`src/sv/ccid_pkg.sv`:
```
// shared types, codes and helpers of the ccid reader command sequencer
// used by ccid_ctrl, ccid_dp and ccid_reader_command_sequencer
`default_nettype none

package ccid_pkg;

  localparam int LenW       = 13;
  localparam int MaxPayload = 4096;
  localparam int HdrLen     = 10;
  localparam int DivSteps   = LenW;
  localparam int CntW       = $clog2(DivSteps);

  // event codes of an input item
  localparam logic [2:0] OP_CMD     = 3'd0;
  localparam logic [2:0] OP_TX_DONE = 3'd1;
  localparam logic [2:0] OP_ABORT   = 3'd2;
  localparam logic [2:0] OP_RESP    = 3'd3;
  localparam logic [2:0] OP_SUSPEND = 3'd4;

  // result actions
  localparam logic [2:0] ACT_REARM  = 3'd0;
  localparam logic [2:0] ACT_SEND   = 3'd1;
  localparam logic [2:0] ACT_ZLP    = 3'd2;
  localparam logic [2:0] ACT_FWD    = 3'd3;
  localparam logic [2:0] ACT_CANCEL = 3'd4;

  // reply message kinds
  localparam logic [1:0] RT_SLOT   = 2'd0;
  localparam logic [1:0] RT_DATA   = 2'd1;
  localparam logic [1:0] RT_PARAMS = 2'd2;

  // forwarded request kinds
  localparam logic [2:0] RQ_POWER_ON  = 3'd0;
  localparam logic [2:0] RQ_POWER_OFF = 3'd1;
  localparam logic [2:0] RQ_APDU      = 3'd2;
  localparam logic [2:0] RQ_GET       = 3'd3;
  localparam logic [2:0] RQ_SET       = 3'd4;
  localparam logic [2:0] RQ_RESET     = 3'd5;

  // host message types
  localparam logic [7:0] MT_POWER_ON     = 8'h62;
  localparam logic [7:0] MT_POWER_OFF    = 8'h63;
  localparam logic [7:0] MT_SLOT_STATUS  = 8'h65;
  localparam logic [7:0] MT_XFR_BLOCK    = 8'h6F;
  localparam logic [7:0] MT_GET_PARAMS   = 8'h6C;
  localparam logic [7:0] MT_RESET_PARAMS = 8'h6D;
  localparam logic [7:0] MT_SET_PARAMS   = 8'h61;
  localparam logic [7:0] MT_ABORT        = 8'h72;

  localparam logic [7:0] ERR_NONE    = 8'h00;
  localparam logic [7:0] ERR_HW      = 8'hFB;
  localparam logic [7:0] ERR_ABORTED = 8'hFF;

  localparam logic CS_OK   = 1'b0;
  localparam logic CS_FAIL = 1'b1;

  localparam logic [1:0] ST_OK = 2'd0;
  localparam logic [1:0] ST_HW = 2'd1;

  localparam logic [0:0] CFG_PACKET_SIZE  = 1'd0;
  localparam logic [0:0] CFG_ICC_PRESENCE = 1'd1;

  typedef enum logic [1:0] {
    PH_IDLE = 2'd0,
    PH_CARD = 2'd1,
    PH_TX   = 2'd2,
    PH_ZLP  = 2'd3
  } phase_t;

  typedef enum logic [1:0] {
    S_IDLE = 2'd0,
    S_DIV  = 2'd1,
    S_EXEC = 2'd2,
    S_OUT  = 2'd3
  } ctrl_state_t;

  typedef struct packed {
    logic load;
    logic div_step;
    logic exec;
  } dp_cmd_t;

  typedef struct packed {
    logic op_is_tx;
    logic div_last;
    logic has_result;
  } dp_stat_t;

  typedef struct packed {
    logic [2:0]      action;
    logic [1:0]      reply_type;
    logic [7:0]      reply_seq;
    logic [7:0]      reply_status;
    logic [7:0]      reply_error;
    logic [LenW-1:0] reply_length;
    logic            reply_protocol;
    logic [2:0]      request_kind;
    logic [7:0]      request_param;
  } result_t;

  function automatic result_t simple_res(input logic [2:0] act);
    result_t r;
    r        = '0;
    r.action = act;
    return r;
  endfunction

  function automatic result_t reply_res(input logic [1:0] rtype, input logic [7:0] seq,
                                        input logic [7:0] err, input logic cs,
                                        input logic [LenW-1:0] len, input logic proto,
                                        input logic [1:0] icc);
    result_t r;
    r                = '0;
    r.action         = ACT_SEND;
    r.reply_type     = rtype;
    r.reply_seq      = seq;
    r.reply_status   = {1'b0, cs, 4'b0000, icc};
    r.reply_error    = err;
    r.reply_length   = len;
    r.reply_protocol = proto;
    return r;
  endfunction

  function automatic result_t fwd_res(input logic [2:0] kind, input logic [7:0] param);
    result_t r;
    r               = '0;
    r.action        = ACT_FWD;
    r.request_kind  = kind;
    r.request_param = param;
    return r;
  endfunction

endpackage

`default_nettype wire

```
`src/sv/ccid_ctrl.sv`:
```
// controller of the ccid reader command sequencer: item handshake and sequencing
// depends on ccid_pkg
`default_nettype none

module ccid_ctrl (
  input  wire                      clk,
  input  wire                      rst_n,
  input  wire                      in_valid,
  output logic                     in_ready,
  output logic                     out_valid,
  input  wire                      out_ready,
  input  wire ccid_pkg::dp_stat_t  stat,
  output ccid_pkg::dp_cmd_t        cmd
);

  ccid_pkg::ctrl_state_t state_r, state_nxt;

  always_ff @(posedge clk) begin
    if (!rst_n) begin
      state_r <= ccid_pkg::S_IDLE;
    end else begin
      state_r <= state_nxt;
    end
  end

  always_comb begin
    state_nxt = state_r;
    case (state_r)
      ccid_pkg::S_IDLE: begin
        if (in_valid) begin
          state_nxt = stat.op_is_tx ? ccid_pkg::S_DIV : ccid_pkg::S_EXEC;
        end
      end
      ccid_pkg::S_DIV: begin
        if (stat.div_last) begin
          state_nxt = ccid_pkg::S_EXEC;
        end
      end
      ccid_pkg::S_EXEC: begin
        state_nxt = stat.has_result ? ccid_pkg::S_OUT : ccid_pkg::S_IDLE;
      end
      ccid_pkg::S_OUT: begin
        if (out_ready) begin
          state_nxt = ccid_pkg::S_IDLE;
        end
      end
      default: state_nxt = ccid_pkg::S_IDLE;
    endcase
  end

  always_comb begin
    in_ready     = 1'b0;
    out_valid    = 1'b0;
    cmd          = '0;
    case (state_r)
      ccid_pkg::S_IDLE: begin
        in_ready = 1'b1;
        cmd.load = in_valid;
      end
      ccid_pkg::S_DIV:  cmd.div_step = 1'b1;
      ccid_pkg::S_EXEC: cmd.exec = 1'b1;
      ccid_pkg::S_OUT:  out_valid = 1'b1;
      default: ;
    endcase
  end

endmodule

`default_nettype wire

```
`src/sv/ccid_dp.sv`:
```
// datapath of the ccid reader command sequencer: config, protocol state,
// transmit length remainder unit and result register; depends on ccid_pkg
`default_nettype none

module ccid_dp (
  input  wire                          clk,
  input  wire                          rst_n,
  input  wire ccid_pkg::dp_cmd_t       cmd,
  output ccid_pkg::dp_stat_t           stat,
  input  wire                          cfg_valid,
  input  wire [0:0]                    cfg_index,
  input  wire [6:0]                    cfg_data,
  input  wire [2:0]                    in_operation,
  input  wire [7:0]                    in_msg_type,
  input  wire [7:0]                    in_msg_seq,
  input  wire [7:0]                    in_param_byte,
  input  wire [1:0]                    in_response_status,
  input  wire                          in_response_protocol,
  input  wire [ccid_pkg::LenW-1:0]     in_response_length,
  output ccid_pkg::result_t            res
);

  logic [6:0] packet_size_r;
  logic [1:0] icc_presence_r;

  ccid_pkg::phase_t          phase_r, phase_nxt;
  logic                      abort_r, abort_nxt;
  logic [7:0]                cur_seq_r, cur_seq_nxt;
  logic [2:0]                pend_r, pend_nxt;
  logic [ccid_pkg::LenW-1:0] sent_len_r, sent_len_nxt;

  // latched item
  logic [2:0]                op_r;
  logic [7:0]                type_r, seq_r, pb_r;
  logic [1:0]                st_r;
  logic                      proto_r;
  logic [ccid_pkg::LenW-1:0] len_r;

  // remainder unit, one dividend bit per cycle
  logic [ccid_pkg::LenW-1:0] dvd_r;
  logic [6:0]                rem_r;
  logic [ccid_pkg::CntW-1:0] cnt_r;
  logic [7:0]                rem_sh;
  logic [7:0]                rem_step;

  ccid_pkg::result_t         res_r, res_nxt;
  logic                      has_res;

  always_ff @(posedge clk) begin
    if (!rst_n) begin
      packet_size_r  <= 7'd64;
      icc_presence_r <= 2'd1;
    end else if (cfg_valid) begin
      if (cfg_index == ccid_pkg::CFG_PACKET_SIZE) begin
        packet_size_r <= cfg_data;
      end else begin
        icc_presence_r <= cfg_data[1:0];
      end
    end
  end

  always_ff @(posedge clk) begin
    if (!rst_n) begin
      phase_r    <= ccid_pkg::PH_IDLE;
      abort_r    <= 1'b0;
      cur_seq_r  <= '0;
      pend_r     <= '0;
      sent_len_r <= '0;
    end else if (cmd.exec) begin
      phase_r    <= phase_nxt;
      abort_r    <= abort_nxt;
      cur_seq_r  <= cur_seq_nxt;
      pend_r     <= pend_nxt;
      sent_len_r <= sent_len_nxt;
    end
  end

  always_ff @(posedge clk) begin
    if (cmd.load) begin
      op_r    <= in_operation;
      type_r  <= in_msg_type;
      seq_r   <= in_msg_seq;
      pb_r    <= in_param_byte;
      st_r    <= in_response_status;
      proto_r <= in_response_protocol;
      len_r   <= in_response_length;
    end
  end

  assign rem_sh   = {rem_r, dvd_r[ccid_pkg::LenW-1]};
  assign rem_step = (rem_sh >= {1'b0, packet_size_r}) ? rem_sh - {1'b0, packet_size_r}
                                                      : rem_sh;

  always_ff @(posedge clk) begin
    if (cmd.load) begin
      dvd_r <= sent_len_r;
      rem_r <= '0;
      cnt_r <= '0;
    end else if (cmd.div_step) begin
      dvd_r <= {dvd_r[ccid_pkg::LenW-2:0], 1'b0};
      rem_r <= rem_step[6:0];
      cnt_r <= cnt_r + 1'b1;
    end
  end

  always_comb begin
    logic [ccid_pkg::LenW-1:0] len_sat;
    logic [7:0]                err;
    logic                      do_reply;
    logic [ccid_pkg::LenW-1:0] rep_len;

    phase_nxt    = phase_r;
    abort_nxt    = abort_r;
    cur_seq_nxt  = cur_seq_r;
    pend_nxt     = pend_r;
    sent_len_nxt = sent_len_r;
    res_nxt      = '0;
    has_res      = 1'b0;
    do_reply     = 1'b0;
    len_sat      = (len_r > ccid_pkg::LenW'(ccid_pkg::MaxPayload))
                   ? ccid_pkg::LenW'(ccid_pkg::MaxPayload) : len_r;
    err          = (st_r == ccid_pkg::ST_HW) ? ccid_pkg::ERR_HW : ccid_pkg::ERR_NONE;

    case (op_r)
      ccid_pkg::OP_CMD: begin
        has_res = 1'b1;
        if (abort_r) begin
          do_reply = 1'b1;
          if (seq_r == cur_seq_r && type_r == ccid_pkg::MT_ABORT) begin
            abort_nxt = 1'b0;
            res_nxt   = ccid_pkg::reply_res(ccid_pkg::RT_SLOT, seq_r, ccid_pkg::ERR_NONE,
                                            ccid_pkg::CS_OK, '0, 1'b0, icc_presence_r);
          end else begin
            res_nxt   = ccid_pkg::reply_res(ccid_pkg::RT_SLOT, seq_r, ccid_pkg::ERR_ABORTED,
                                            ccid_pkg::CS_FAIL, '0, 1'b0, icc_presence_r);
          end
        end else if (phase_r != ccid_pkg::PH_IDLE) begin
          phase_nxt = ccid_pkg::PH_IDLE;
          res_nxt   = ccid_pkg::simple_res(ccid_pkg::ACT_REARM);
        end else begin
          cur_seq_nxt = seq_r;
          phase_nxt   = ccid_pkg::PH_CARD;
          case (type_r)
            ccid_pkg::MT_POWER_ON:     res_nxt = ccid_pkg::fwd_res(ccid_pkg::RQ_POWER_ON, pb_r);
            ccid_pkg::MT_POWER_OFF:    res_nxt = ccid_pkg::fwd_res(ccid_pkg::RQ_POWER_OFF, '0);
            ccid_pkg::MT_XFR_BLOCK:    res_nxt = ccid_pkg::fwd_res(ccid_pkg::RQ_APDU, pb_r);
            ccid_pkg::MT_GET_PARAMS:   res_nxt = ccid_pkg::fwd_res(ccid_pkg::RQ_GET, '0);
            ccid_pkg::MT_SET_PARAMS:   res_nxt = ccid_pkg::fwd_res(ccid_pkg::RQ_SET, pb_r);
            ccid_pkg::MT_RESET_PARAMS: res_nxt = ccid_pkg::fwd_res(ccid_pkg::RQ_RESET, '0);
            ccid_pkg::MT_SLOT_STATUS: begin
              do_reply = 1'b1;
              res_nxt  = ccid_pkg::reply_res(ccid_pkg::RT_SLOT, seq_r, ccid_pkg::ERR_NONE,
                                             ccid_pkg::CS_OK, '0, 1'b0, icc_presence_r);
            end
            default: begin
              // unsupported command: failed status, error byte zero
              do_reply = 1'b1;
              res_nxt  = ccid_pkg::reply_res(ccid_pkg::RT_SLOT, seq_r, ccid_pkg::ERR_NONE,
                                             ccid_pkg::CS_FAIL, '0, 1'b0, icc_presence_r);
            end
          endcase
          if (!do_reply) begin
            pend_nxt = res_nxt.request_kind;
          end
        end
      end
      ccid_pkg::OP_TX_DONE: begin
        has_res = 1'b1;
        if (phase_r == ccid_pkg::PH_TX && packet_size_r != '0 && rem_r == '0) begin
          phase_nxt = ccid_pkg::PH_ZLP;
          res_nxt   = ccid_pkg::simple_res(ccid_pkg::ACT_ZLP);
        end else begin
          phase_nxt = ccid_pkg::PH_IDLE;
          res_nxt   = ccid_pkg::simple_res(ccid_pkg::ACT_REARM);
        end
      end
      ccid_pkg::OP_ABORT: begin
        has_res     = (phase_r == ccid_pkg::PH_CARD);
        res_nxt     = ccid_pkg::simple_res(ccid_pkg::ACT_CANCEL);
        phase_nxt   = ccid_pkg::PH_IDLE;
        abort_nxt   = 1'b1;
        cur_seq_nxt = seq_r;
      end
      ccid_pkg::OP_RESP: begin
        if (!abort_r && phase_r == ccid_pkg::PH_CARD) begin
          has_res  = 1'b1;
          do_reply = 1'b1;
          case (pend_r)
            ccid_pkg::RQ_POWER_OFF: begin
              res_nxt = ccid_pkg::reply_res(ccid_pkg::RT_SLOT, cur_seq_r, ccid_pkg::ERR_NONE,
                                            (st_r != ccid_pkg::ST_OK), '0, 1'b0,
                                            icc_presence_r);
            end
            ccid_pkg::RQ_GET, ccid_pkg::RQ_SET, ccid_pkg::RQ_RESET: begin
              if (st_r != ccid_pkg::ST_OK) begin
                res_nxt = ccid_pkg::reply_res(ccid_pkg::RT_PARAMS, cur_seq_r, err,
                                              ccid_pkg::CS_FAIL, '0, 1'b1, icc_presence_r);
              end else begin
                res_nxt = ccid_pkg::reply_res(ccid_pkg::RT_PARAMS, cur_seq_r,
                                              ccid_pkg::ERR_NONE, ccid_pkg::CS_OK, len_sat,
                                              proto_r, icc_presence_r);
              end
            end
            default: begin
              if (st_r != ccid_pkg::ST_OK) begin
                res_nxt = ccid_pkg::reply_res(ccid_pkg::RT_DATA, cur_seq_r, err,
                                              ccid_pkg::CS_FAIL, '0, 1'b0, icc_presence_r);
              end else begin
                res_nxt = ccid_pkg::reply_res(ccid_pkg::RT_DATA, cur_seq_r,
                                              ccid_pkg::ERR_NONE, ccid_pkg::CS_OK, len_sat,
                                              1'b0, icc_presence_r);
              end
            end
          endcase
        end
      end
      ccid_pkg::OP_SUSPEND: begin
        phase_nxt = ccid_pkg::PH_IDLE;
        abort_nxt = 1'b0;
      end
      default: ;
    endcase

    // every sent message moves to transmitting and records its full length
    rep_len = res_nxt.reply_length;
    if (do_reply) begin
      phase_nxt    = ccid_pkg::PH_TX;
      sent_len_nxt = rep_len + ccid_pkg::LenW'(ccid_pkg::HdrLen);
    end
  end

  always_ff @(posedge clk) begin
    if (cmd.exec && has_res) begin
      res_r <= res_nxt;
    end
  end

  assign res             = res_r;
  assign stat.op_is_tx   = (in_operation == ccid_pkg::OP_TX_DONE);
  assign stat.div_last   = (cnt_r == ccid_pkg::CntW'(ccid_pkg::DivSteps - 1));
  assign stat.has_result = has_res;

  // a cancel only goes out for a request still with the card
  a_cancel_from_card: assert property (@(posedge clk) disable iff (!rst_n)
    cmd.exec && has_res && res_nxt.action == ccid_pkg::ACT_CANCEL
    |-> phase_r == ccid_pkg::PH_CARD)
    else $error("cancel issued outside awaiting card");

  a_fwd_sets_card: assert property (@(posedge clk) disable iff (!rst_n)
    cmd.exec && has_res && res_nxt.action == ccid_pkg::ACT_FWD
    |=> phase_r == ccid_pkg::PH_CARD && !abort_r)
    else $error("forwarded request did not enter awaiting card");

  a_send_sets_tx: assert property (@(posedge clk) disable iff (!rst_n)
    cmd.exec && has_res && res_nxt.action == ccid_pkg::ACT_SEND
    |=> phase_r == ccid_pkg::PH_TX)
    else $error("sent message did not enter transmitting");

endmodule

`default_nettype wire

```
`src/sv/ccid_reader_command_sequencer.sv`:
```
// top level of the ccid reader command sequencer
// instantiates ccid_ctrl and ccid_dp, depends on ccid_pkg
`default_nettype none

// Handles one CCID bulk-side event per item and returns at most one result item.
// An event is latched, evaluated in the execute state and its result registered;
// a transmit-done event first reduces the transmit length modulo the packet size
// in a remainder unit that retires one length bit per cycle (13 steps).
// The result is held in an output register until taken, and the next item is
// accepted in the cycle after that, or right after evaluation when the event
// gives no result. Configuration writes are taken in any cycle (cfg_ready is
// always high) and are meant for idle periods only.
module ccid_reader_command_sequencer (
  input  wire                          clk,
  input  wire                          rst_n,
  input  wire                          cfg_valid,
  output logic                         cfg_ready,
  input  wire [0:0]                    cfg_index,
  input  wire [6:0]                    cfg_data,
  input  wire                          in_valid,
  output logic                         in_ready,
  input  wire [2:0]                    in_operation,
  input  wire [7:0]                    in_msg_type,
  input  wire [7:0]                    in_msg_seq,
  input  wire [7:0]                    in_param_byte,
  input  wire [1:0]                    in_response_status,
  input  wire                          in_response_protocol,
  input  wire [ccid_pkg::LenW-1:0]     in_response_length,
  output logic                         out_valid,
  input  wire                          out_ready,
  output logic [2:0]                   out_action,
  output logic [1:0]                   out_reply_type,
  output logic [7:0]                   out_reply_seq,
  output logic [7:0]                   out_reply_status,
  output logic [7:0]                   out_reply_error,
  output logic [ccid_pkg::LenW-1:0]    out_reply_length,
  output logic                         out_reply_protocol,
  output logic [2:0]                   out_request_kind,
  output logic [7:0]                   out_request_param
);

  ccid_pkg::dp_cmd_t  cmd;
  ccid_pkg::dp_stat_t stat;
  ccid_pkg::result_t  res;

  assign cfg_ready = 1'b1;

  ccid_ctrl u_ctrl (
    .clk       (clk),
    .rst_n     (rst_n),
    .in_valid  (in_valid),
    .in_ready  (in_ready),
    .out_valid (out_valid),
    .out_ready (out_ready),
    .stat      (stat),
    .cmd       (cmd)
  );

  ccid_dp u_dp (
    .clk                  (clk),
    .rst_n                (rst_n),
    .cmd                  (cmd),
    .stat                 (stat),
    .cfg_valid            (cfg_valid),
    .cfg_index            (cfg_index),
    .cfg_data             (cfg_data),
    .in_operation         (in_operation),
    .in_msg_type          (in_msg_type),
    .in_msg_seq           (in_msg_seq),
    .in_param_byte        (in_param_byte),
    .in_response_status   (in_response_status),
    .in_response_protocol (in_response_protocol),
    .in_response_length   (in_response_length),
    .res                  (res)
  );

  assign out_action         = res.action;
  assign out_reply_type     = res.reply_type;
  assign out_reply_seq      = res.reply_seq;
  assign out_reply_status   = res.reply_status;
  assign out_reply_error    = res.reply_error;
  assign out_reply_length   = res.reply_length;
  assign out_reply_protocol = res.reply_protocol;
  assign out_request_kind   = res.request_kind;
  assign out_request_param  = res.request_param;

  a_one_at_a_time: assert property (@(posedge clk) disable iff (!rst_n)
    !(in_ready && out_valid))
    else $error("input taken while a result is pending");

  a_no_instant_result: assert property (@(posedge clk) disable iff (!rst_n)
    in_valid && in_ready |=> !out_valid)
    else $error("result shown in the cycle after acceptance");

  a_reply_fields_zero: assert property (@(posedge clk) disable iff (!rst_n)
    out_valid && out_action != ccid_pkg::ACT_SEND
    |-> out_reply_status == '0 && out_reply_length == '0 && out_reply_seq == '0)
    else $error("reply fields set on a non-send action");

  a_request_fields_zero: assert property (@(posedge clk) disable iff (!rst_n)
    out_valid && out_action != ccid_pkg::ACT_FWD
    |-> out_request_kind == '0 && out_request_param == '0)
    else $error("request fields set on a non-forward action");

endmodule

`default_nettype wire

```
`config.mk`:
```
export PLATFORM = sky130hd
export DESIGN_NAME = ccid_reader_command_sequencer
export DESIGN_NICKNAME = d
export VERILOG_FILES = /design/src/sv/ccid_pkg.sv /design/src/sv/ccid_ctrl.sv /design/src/sv/ccid_dp.sv /design/src/sv/ccid_reader_command_sequencer.sv
export SDC_FILE = /design/constraint.sdc
export NUM_CORES = 1
export LEC_CHECK = 0
export ABC_AREA = 1
export BUFFER_PORTS_ARGS = -buffer_cell sky130_fd_sc_hd__buf_2
export CAP_MARGIN = 10
export CORE_UTILIZATION = 50
export DETAILED_ROUTE_END_ITERATION = 8
export PLACE_DENSITY = 0.78
export SLEW_MARGIN = 40
export SYNTH_ARGS = -nofsm -noshare
export SYNTH_HDL_FRONTEND = slang
export SYNTH_HIERARCHICAL = 1
export SYNTH_SLANG_ARGS = --single-unit
```
`constraint.sdc`:
```
create_clock -name clk -period 6 [get_ports clk]
set_input_delay 1.2 -clock clk [delete_from_list [all_inputs] [get_ports clk]]
set_output_delay 1.2 -clock clk [all_outputs]
set_load 0.02 [all_outputs]
```
==> results.md, run 1 <==
* Post CTS Setup Buffer Count at 0
* Final instance area at around 0.008 sq mm
* Post-synthesis register bit count at approximately 150
* RSZ-0062 raised after global routing: false
* Total gr overflow at 0
* ANT nets after route at 0
* Final HPWL DP at 10.0 mm
* Slew headroom at 51.1%
* WS Path Type: reg2reg
* Result of the run: finished clean
* Nets at ~900
* Row count at 42
* Clock Skew at between 0.008 and 0.009 ns
* Critical path capture point type: register
* Final min period at approximately 3 ns
* CTS clock-pin slew for the worst setup and hold paths at roughly 0.06 ns
* Antenna Cells at 0
* Vias/cell at 5.09
* Die W at 119 um
* I/O pin cnt at between 100 and 150
* EDFF count, synth at around 100
* Final RePlAce weighted congestion at just over 0.9
* Clock sink count at 148
* Share of layout cells above drive strength 1 at about 20%
* Post-synth top cells: 139 x nand2_1, 99 x edfxtp_1, 95 x inv_1, 89 x nor2_1, 50 x o21ai_0
* TritonCTS buffer count at 17
* Async SR Flop Fraction at 0%
* VDD IR max at ~0.26 mV
* Total wire length at 14.1 mm
* H-tree depth at 4
* GRT Util Overall at about a fifth
* Final Hold Fails at 0
* CTS tree: done
* Largest net degree at the start of global routing at slightly above 60
* Core area at 0.0133 sq mm
* P&R area growth vs syn at 17.0%
* R2R depth at 17
* Final setup vio count at 0
* Drt first-iter violations at ~370
* Synth warnings at 6
* CP Data Arrival Time at 3.27 ns
* Hold EP: u_dp/icc_presence_r[1]
* Largest area contributor in the netlist: edfxtp_1
* Critical Path Fanout Max at 15
* Hold slack at ~0.46 ns
* Most common cell in the synthesized netlist: nand2_1
* Top-area cell type share of the netlist area at between 40 and 50%
* Power per Cell Area at between 300 and 400 mW/mm^2
* Number of remaining DRC errors at 0
* Post-layout util at 60.3%
* CP Launch Type: register
* RR Endpoint: u_dp/sent_len_r[9]
* LEAKAGE at between 3 and 4 nW
* Wire per inst at between 10 and 15 um
* # hold bufs at CTS at 0
* IO buf count at about 110
* Fmax at between 300 and 400 MHz
* Place WS at around 2.8 ns
* Worst hold path type: reg2reg
* Area post-placement at roughly 0.0075 sq mm
* Sequential share of the synthesized area at between 50 and 60%
* CTS-repair resized insts at 0
* Top_reg_cell synth: edfxtp_1
* Die H at approximately 120 um
* Worst R2R Setup Slack at 3.05 ns
* First-pass GRT wire length at 22.8 mm
* Post-route insts no fill at between 1000 and 1500
* Least-Margin Pin Slew at about 0.73 ns
* Detailed Routing Iterations Pass 1 at 5
* Latest clock arrival within the worst-skew pair at roughly 0.42 ns
* Clock tree buffer depth at 2
* Starting Density at roughly half
* Area contributors post-synth: edfxtp_1 43%, dfxtp_1 14%, nand2_1 7.6%
* Die area at around 0.014 sq mm
* MaxCap Viol Count at 0
* Vias at 5200
* Worst Hold Depth at 2
* Synth Cell Area at between 0.006 and 0.007 sq mm
* Setup TNS at 0 ns
* Library cells used by synthesis at a little under 50
* Fin. max-slew vios at 0
* Synthesized area per cell at approximately 9.4 sq um
* Placed cells at just under 1000
* Fin worst setup slack at 3.05 ns
* Total power draw at 2.80 mW
* CTS Root Cell: clkbuf_16
* Number of global-route vias before repair at slightly below 5000
* Hold_sp: u_dp/icc_presence_r[1]
* R2r startpoint: u_dp/op_r[2]
* Critical Path RT at about 6.3 ns
* Synth Instances at 727
* Final Cycle Share at between 40% and 50%
* Initial antenna violation count at 0
worst max-delay path, stage by stage, from the launching register on:
cell and delay, ns:
edfxtp_1 0.61, inv_2 0.36, nand3_4 0.14, nor2_8 0.21, nand2_4 0.09, nor2_8 0.17, nand2_8 0.12, nor3_1 0.28
ha_1 0.22, inv_1 0.04, nand2_1 0.13, nand2_2 0.08, nor2_4 0.11, nand2_1 0.06, nand2_1 0.05, nand3_1 0.06
nand2_1 0.07, inv_1 0.03
cell families (layout without fill, tap and decap cells):
kind of cell | Yosys count | after routing | share of synthesized area (%)
adder cells (fa/ha/maj) | 11 | 11 | 2.12
AND/OR/NAND/NOR | 325 | 325 | 22.3
buffers and inverters | 126 | 240 | 7.92
other | 2 | 6 | 0.110
AO/OA/AOI/OAI | 106 | 106 | 8.70
XOR/XNOR | 9 | 9 | 1.15
flip-flops | 148 | 148 | 57.7
worst max-delay path by stage:
stage	start	endpoint	cells after the start
final	u_dp/op_r[2]	u_dp/sent_len_r[9]	17
after global placement	in_valid	u_dp/dvd_r[1]	6
after CTS	u_dp/op_r[2]	u_dp/sent_len_r[9]	17
after floorplan	in_valid	u_dp/dvd_r[0]	5
after global routing	u_dp/op_r[2]	u_dp/sent_len_r[11]	17
after detailed placement	in_valid	u_dp/dvd_r[7]	6
sequential cells by signal (all words and copies together), names as in the netlist, 2 cells and up:
signal	flops
u_dp/seq_r	8
u_dp/rem_r	7
u_ctrl/state_r	2
u_dp/dvd_r	13
u_dp/cnt_r	4
u_dp/packet_size_r	7
u_dp/pb_r	8
u_dp/pend_r	3
u_dp/st_r	2
u_dp/phase_r	2
u_dp/len_r	13
u_dp/icc_presence_r	2
u_dp/cur_seq_r	8
u_dp/op_r	3
u_dp/res	43
u_dp/sent_len_r	13
u_dp/type_r	8
report_power, final:
group          switching, mW  leakage, nW  internal [mW]
sequential            0.0836         1.36           1.24
combinational          0.345         1.91          0.162
clock                  0.401        0.260          0.565
total                  0.829         3.53           1.97
area by class of cell:
cell class / instances / area (sq um)
inverters: 100 / 377
clock inverters: 14 / 115
fillers: 1096 / 5270
multi-input cells: 457 / 2380
clock buffers: 18 / 429
repair buffers: 108 / 546
well taps: 176 / 220
flip-flops and latches: 148 / 3950
placed cells by master (no fill, tap or decap), types with 6 or more instances in the layout:
cell	n
o211ai_1	7
a21oi_1	32
buf_2	106
nand3_1	34
nand4_1	19
ha_1	10
clkbuf_16	17
nor2_1	89
nor3_1	8
dfxtp_1	49
edfxtp_1	99
conb_1	6
o21ai_0	50
nand2_1	139
inv_1	94
nor2_2	6
layer usage:
| metal | up-vias | GRT usage (%) | wire length, um |
|---|---|---|---|
| met5 | - | 0 | 0 |
| met4 | 0 | 9.18 | 240 |
| met3 | 22 | 5.22 | 735 |
| met2 | 163 | 35.2 | 6960 |
| met1 | 2391 | 25.6 | 6210 |
| li1 | 2624 | - | - |
Power figures use the tool's default switching activity.
==> inputs of run 2 (changes only) <==
--- a/config.mk
+++ b/config.mk
@@ -10,7 +10,7 @@
 export CAP_MARGIN = 10
 export CORE_UTILIZATION = 50
 export DETAILED_ROUTE_END_ITERATION = 8
-export PLACE_DENSITY = 0.78
+export PLACE_DENSITY = 0.81
 export SLEW_MARGIN = 40
 export SYNTH_ARGS = -nofsm -noshare
 export SYNTH_HDL_FRONTEND = slang
==> constraint.sdc (replaced) <==
create_clock -name clk -period 2.7 [get_ports clk]
set_input_delay 0.54 -clock clk [delete_from_list [all_inputs] [get_ports clk]]
set_output_delay 0.54 -clock clk [all_outputs]
set_load 0.02 [all_outputs]
==> results.md, run 2 (synthesis gave the netlist of run 1 again) <==
* Result of the run: finished clean
* Fmax at roughly 430 MHz
* Power per Cell Area at 793 mW/mm^2
* Worst R2R Setup Slack at about 0.35 ns
* Least-Margin Pin Slew at between 0.7 and 0.8 ns
* CTS clock-pin slew for the worst setup and hold paths at around 0.060 ns
* CTS-repair resized insts at 0
* Total gr overflow at 0
* Row count at between 40 and 50
* First-pass GRT wire length at 23.9 mm
* Largest net degree at the start of global routing at 48
* WS Path Type: reg2reg
* Critical Path RT at ~3 ns
* Detailed Routing Iterations Pass 1 at 5
* Final min period at 2.35 ns
* Die W at between 100 and 150 um
* CP Data Arrival Time at 2.67 ns
* FF/Latch Area at around 0.0040 sq mm
* Antenna Cells at 0
* Latest clock arrival within the worst-skew pair at 0.42 ns
* CTS Root Cell: clkbuf_16
* VDD IR max at ~0.45 mV
* Worst hold path type: in2reg
* Fin. max-slew vios at 0
* Worst Setup SP: u_dp/len_r[7]
* Critical path capture point type: register
* Drt first-iter violations at around 390
* Vias/cell at 5.16
* CTS tree: done
* Total wire length at about 14 mm
* CP Launch Type: register
* Core area at 0.0133 sq mm
* IO buf count at 106
* RSZ-0062 raised after global routing: false
* Wire per inst at 14.0 um
* Slew headroom at about half
* GRT Util Overall at between 20 and 25%
* Worst Hold Depth at 1
* # hold bufs at CTS at 0
* Clock tree buffer depth at 2
* Final HPWL DP at a little over 10 mm
* I/O pin cnt at around 110
* Number of remaining DRC errors at 0
* Final setup vio count at 0
* LEAKAGE at between 3 and 4 nW
* Place WS at around 0.38 ns
* R2R depth at 17
* Fin worst setup slack at roughly 0.35 ns
* Final Hold Fails at 0
* Share of layout cells above drive strength 1 at 21.5%
* Starting Density at approximately half
* Clock Skew at ~0.0067 ns
* MaxCap Viol Count at 0
* Area used by multi-input combinational logic at roughly 0.0024 sq mm
* Clock sink count at about 150
* RR Endpoint: u_dp/sent_len_r[11]
* Number of global-route vias before repair at ~5200
* H-tree depth at 4
* ANT nets after route at 0
* Fillers at 1084
* Max reg flops at 43
* R2r startpoint: u_dp/len_r[7]
* Die H at approximately 120 um
* Final RePlAce weighted congestion at 0.954
* Critical Path Fanout Max at 13
* Final Cycle Share at 86.9%
* TritonCTS buffer count at 17
* Hold slack at 0.289 ns
* P&R area growth vs syn at 18.8%
* Nets at around 910
* Most frequent cells in the layout: 139 x nand2_1, 106 x buf_2, 99 x edfxtp_1
* Initial antenna violation count at 0
* Post CTS Setup Buffer Count at 0
* Commonest non-fill, non-tap cell in the layout: nand2_1
* Vias at 5302
* Setup TNS at 0 ns
* Hold_sp: in_param_byte[2]
* Total power draw at 6.46 mW
* CP Capture Point: u_dp/sent_len_r[11]
* Die area at about 0.014 sq mm
[run 2: cell count changes in the layout (fill, tap and decap cells not counted), sizes merged]
cell and change:
buf +6, bufinv +2, clkinv -3, inv +1
[run 2: report_power, final]
part	internal (mW)	leakage (nW)	total, mW	switching (mW)
logic	0.389	1.95	1.19	0.803
registers	2.76	1.36	2.93	0.174
clock network	1.44	0.281	2.34	0.894
[run 2: worst min-delay path by stage]
stage | end | slack (ns)
after floorplan | u_dp/icc_presence_r[1] | 0.43
after CTS | u_dp/st_r[1] | 0.28
after global placement | u_dp/icc_presence_r[1] | 0.44
final | u_dp/pb_r[2] | 0.29
after global routing | u_dp/len_r[7] | 0.27
after detailed placement | u_dp/icc_presence_r[1] | 0.45
[run 2: metal layers]
| layer | up-vias | track usage (%) | routed length (um) |
|---|---|---|---|
| met5 | - | 0 | 0 |
| met4 | 0 | 9.02 | 279 |
| met3 | 27 | 5.32 | 942 |
| met2 | 194 | 37.3 | 7060 |
| met1 | 2443 | 26.3 | 6090 |
| li1 | 2638 | - | - |
[run 2: per-stage QoR]
stage | cell area (sq um) | util, % | std cells
2_1_floorplan | 6910 | - | 731
3_3_place_gp | 7560 | 56.9 | 995
3_5_place_dp | 7560 | 56.9 | 995
4_1_cts | 8150 | 61.3 | 1027
5_1_grt | 8150 | 61.3 | 1027
6_report | 8150 | 61.3 | 1027
[run 2: cell type report]
class	count	area share, %
Clock buffer	18	5.27
Clock inverter	14	1.98
Timing Repair Buffer	114	7.55
Inverter	100	4.65
Sequential cell	148	48.5
Tap cell	176	2.70
Multi-Input combinational cell	457	29.3
[run 2: worst max-delay path, cell delays in order, from the launching register on]
cell,delay [ns]
edfxtp_1,0.48
nor2_1,0.12
nand2_1,0.05
nor2_1,0.10
nand2_1,0.07
nand2_2,0.23
nand2_8,0.13
nor3_1,0.23
ha_1,0.21
inv_1,0.04
nand2_1,0.12
nand2_2,0.08
nor2_4,0.11
nand2_1,0.06
nand2_1,0.06
nand3_1,0.06
nand2_1,0.07
inv_1,0.03
==> inputs of run 3 (changes only) <==
--- a/config.mk
+++ b/config.mk
@@ -8,8 +8,10 @@
 export ABC_AREA = 1
 export BUFFER_PORTS_ARGS = -buffer_cell sky130_fd_sc_hd__buf_2
 export CAP_MARGIN = 10
+export CORE_MARGIN = 5
 export CORE_UTILIZATION = 50
 export DETAILED_ROUTE_END_ITERATION = 8
+export GPL_ROUTABILITY_DRIVEN = 0
 export PLACE_DENSITY = 0.81
 export SLEW_MARGIN = 40
 export SYNTH_ARGS = -nofsm -noshare
==> results.md, run 3 (synthesis gave the netlist of run 1 again) <==
* Final Cycle Share at 87.9%
* DRT met1 WL at 6.26 mm
* Fmax at approximately 420 MHz
* Total wire length at 14.4 mm
* Clock sink count at 148
* Routed wl met3 at 923 um
* Number of remaining DRC errors at 0
* Power per Cell Area at approximately 800 mW/mm^2
* Final setup vio count at 0
* Hold slack at 0.294 ns
* CTS Root Cell: clkbuf_16
* CP Launch Type: register
* Antenna Cells at 0
* DR top layer: met4
* RSZ-0062 raised after global routing: false
* Most frequent cells in the layout: 139 x nand2_1, 106 x buf_2, 99 x edfxtp_1
* Share of layout cells above drive strength 1 at between 20% and 30%
* Least-Margin Pin Slew at approximately 0.73 ns
* ANT nets after route at 0
* Setup TNS at 0 ns
* GRT Util Overall at 18.1%
* Drt first-iter violations at 423
* Final min period at approximately 2.4 ns
* Die H at 127 um
* Row count at 42
* DR WL met2 at between 7 and 8 mm
* Post-layout util at about three fifths
* WS Path Type: reg2reg
* Critical Path Fanout Max at 10
* Latest clock arrival within the worst-skew pair at between 0.4 and 0.5 ns
* Critical Path RT at a little over 3 ns
* Number of global-route vias before repair at about 5000
* Max reg flops at 43
* VDD IR max at ~0.55 mV
* Nets at about 900
* MaxCap Viol Count at 0
* Commonest non-fill, non-tap cell in the layout: nand2_1
* H-tree depth at 4
* Slew headroom at 51.0%
* Die W at 127 um
* Wire per inst at 14.0 um
* CTS tree: done
* Clock Skew at between 0.007 and 0.008 ns
* Die area at approximately 0.016 sq mm
* I/O pin cnt at between 100 and 150
* Starting Density at 51.4%
* CP Data Arrival Time at around 2.7 ns
* IO buf count at 106
* CTS clock-pin slew for the worst setup and hold paths at ~0.06 ns
* Worst hold path type: in2reg
* Initial antenna violation count at 0
* Vias/cell at about 5
* Final Hold Fails at 0
* Core area at around 0.013 sq mm
* Fin. max-slew vios at 0
* TritonCTS buffer count at 17
* LEAKAGE at 3.58 nW
* First-pass GRT wire length at approximately 23 mm
* Clock tree buffer depth at 2
* Result of the run: finished clean
* P&R area growth vs syn at 18.7%
* Final HPWL DP at 10.3 mm
* Largest net degree at the start of global routing at 49
* Detailed Routing Iterations Pass 1 at 5
* Critical path capture point type: register
* Total gr overflow at 0
* Post CTS Setup Buffer Count at 0
* Vias at around 5200
-- run 3: final cells by class --
| type | instances | area, sq um |
|---|---|---|
| fill | 1109 | 5210 |
| sequential | 148 | 3950 |
| multi-input combinational | 457 | 2390 |
| timing repair buffer | 113 | 608 |
| clock buffer | 17 | 425 |
| inverter | 100 | 379 |
| tap | 176 | 220 |
| clock inverter | 15 | 158 |
-- run 3: final timing paths --
kind | endpoint | slack (ns) | cells past startpoint | start
max reg2reg | u_dp/sent_len_r[11] | 0.33 | 17 | u_dp/op_r[2]
min | u_dp/pb_r[6] | 0.29 | 1 | in_param_byte[6]
min reg2reg | u_dp/pend_r[0] | 0.47 | 2 | u_dp/pend_r[0]
max | u_dp/sent_len_r[11] | 0.33 | 17 | u_dp/op_r[2]
-- run 3: critical path, stage by stage (launching register included) --
cell      delay, ns
edfxtp_1       0.40
inv_2          0.10
nand3_4        0.08
nor2_8         0.21
nand2_4        0.09
nor2_8         0.17
nand2_8        0.12
nor3_1         0.23
ha_1           0.21
inv_1          0.04
nand2_1        0.12
nand2_2        0.08
nor2_4         0.11
nand2_1        0.07
nand2_1        0.06
nand3_1        0.07
nand2_1        0.07
inv_1          0.04
-- run 3: power by group --
part / leakage, nW / internal [mW] / switching, mW
combinational: 1.94 / 0.388 / 0.783
sequential: 1.36 / 2.76 / 0.177
clock: 0.276 / 1.36 / 0.921
total: 3.58 / 4.51 / 1.88
-- run 3: per-layer routing --
metal | up-vias | GRT usage (%)
met5 | - | 0
met4 | 0 | 5.68
li1 | 2638 | -
met3 | 16 | 4.51
met2 | 161 | 30.9
met1 | 2433 | 22.6
-- run 3: timing repair --
action | in CTS | in global routing
endpoints found under the hold margin | 0 | 0
hold buffers | 0 | 0
resized for setup | 0 | 1
endpoints found under the setup margin | 0 | 1
-- run 3: through the flow --
stage	instance area (sq um)	std cells	setup slack, ns	power [mW]
2_1_floorplan	6910	731	0.0289	3.83
3_3_place_gp	7550	994	0.467	4.10
3_5_place_dp	7550	994	0.334	4.13
4_1_cts	8130	1026	0.319	6.43
5_1_grt	8140	1026	0.0556	6.70
6_report	8140	1026	0.327	6.39
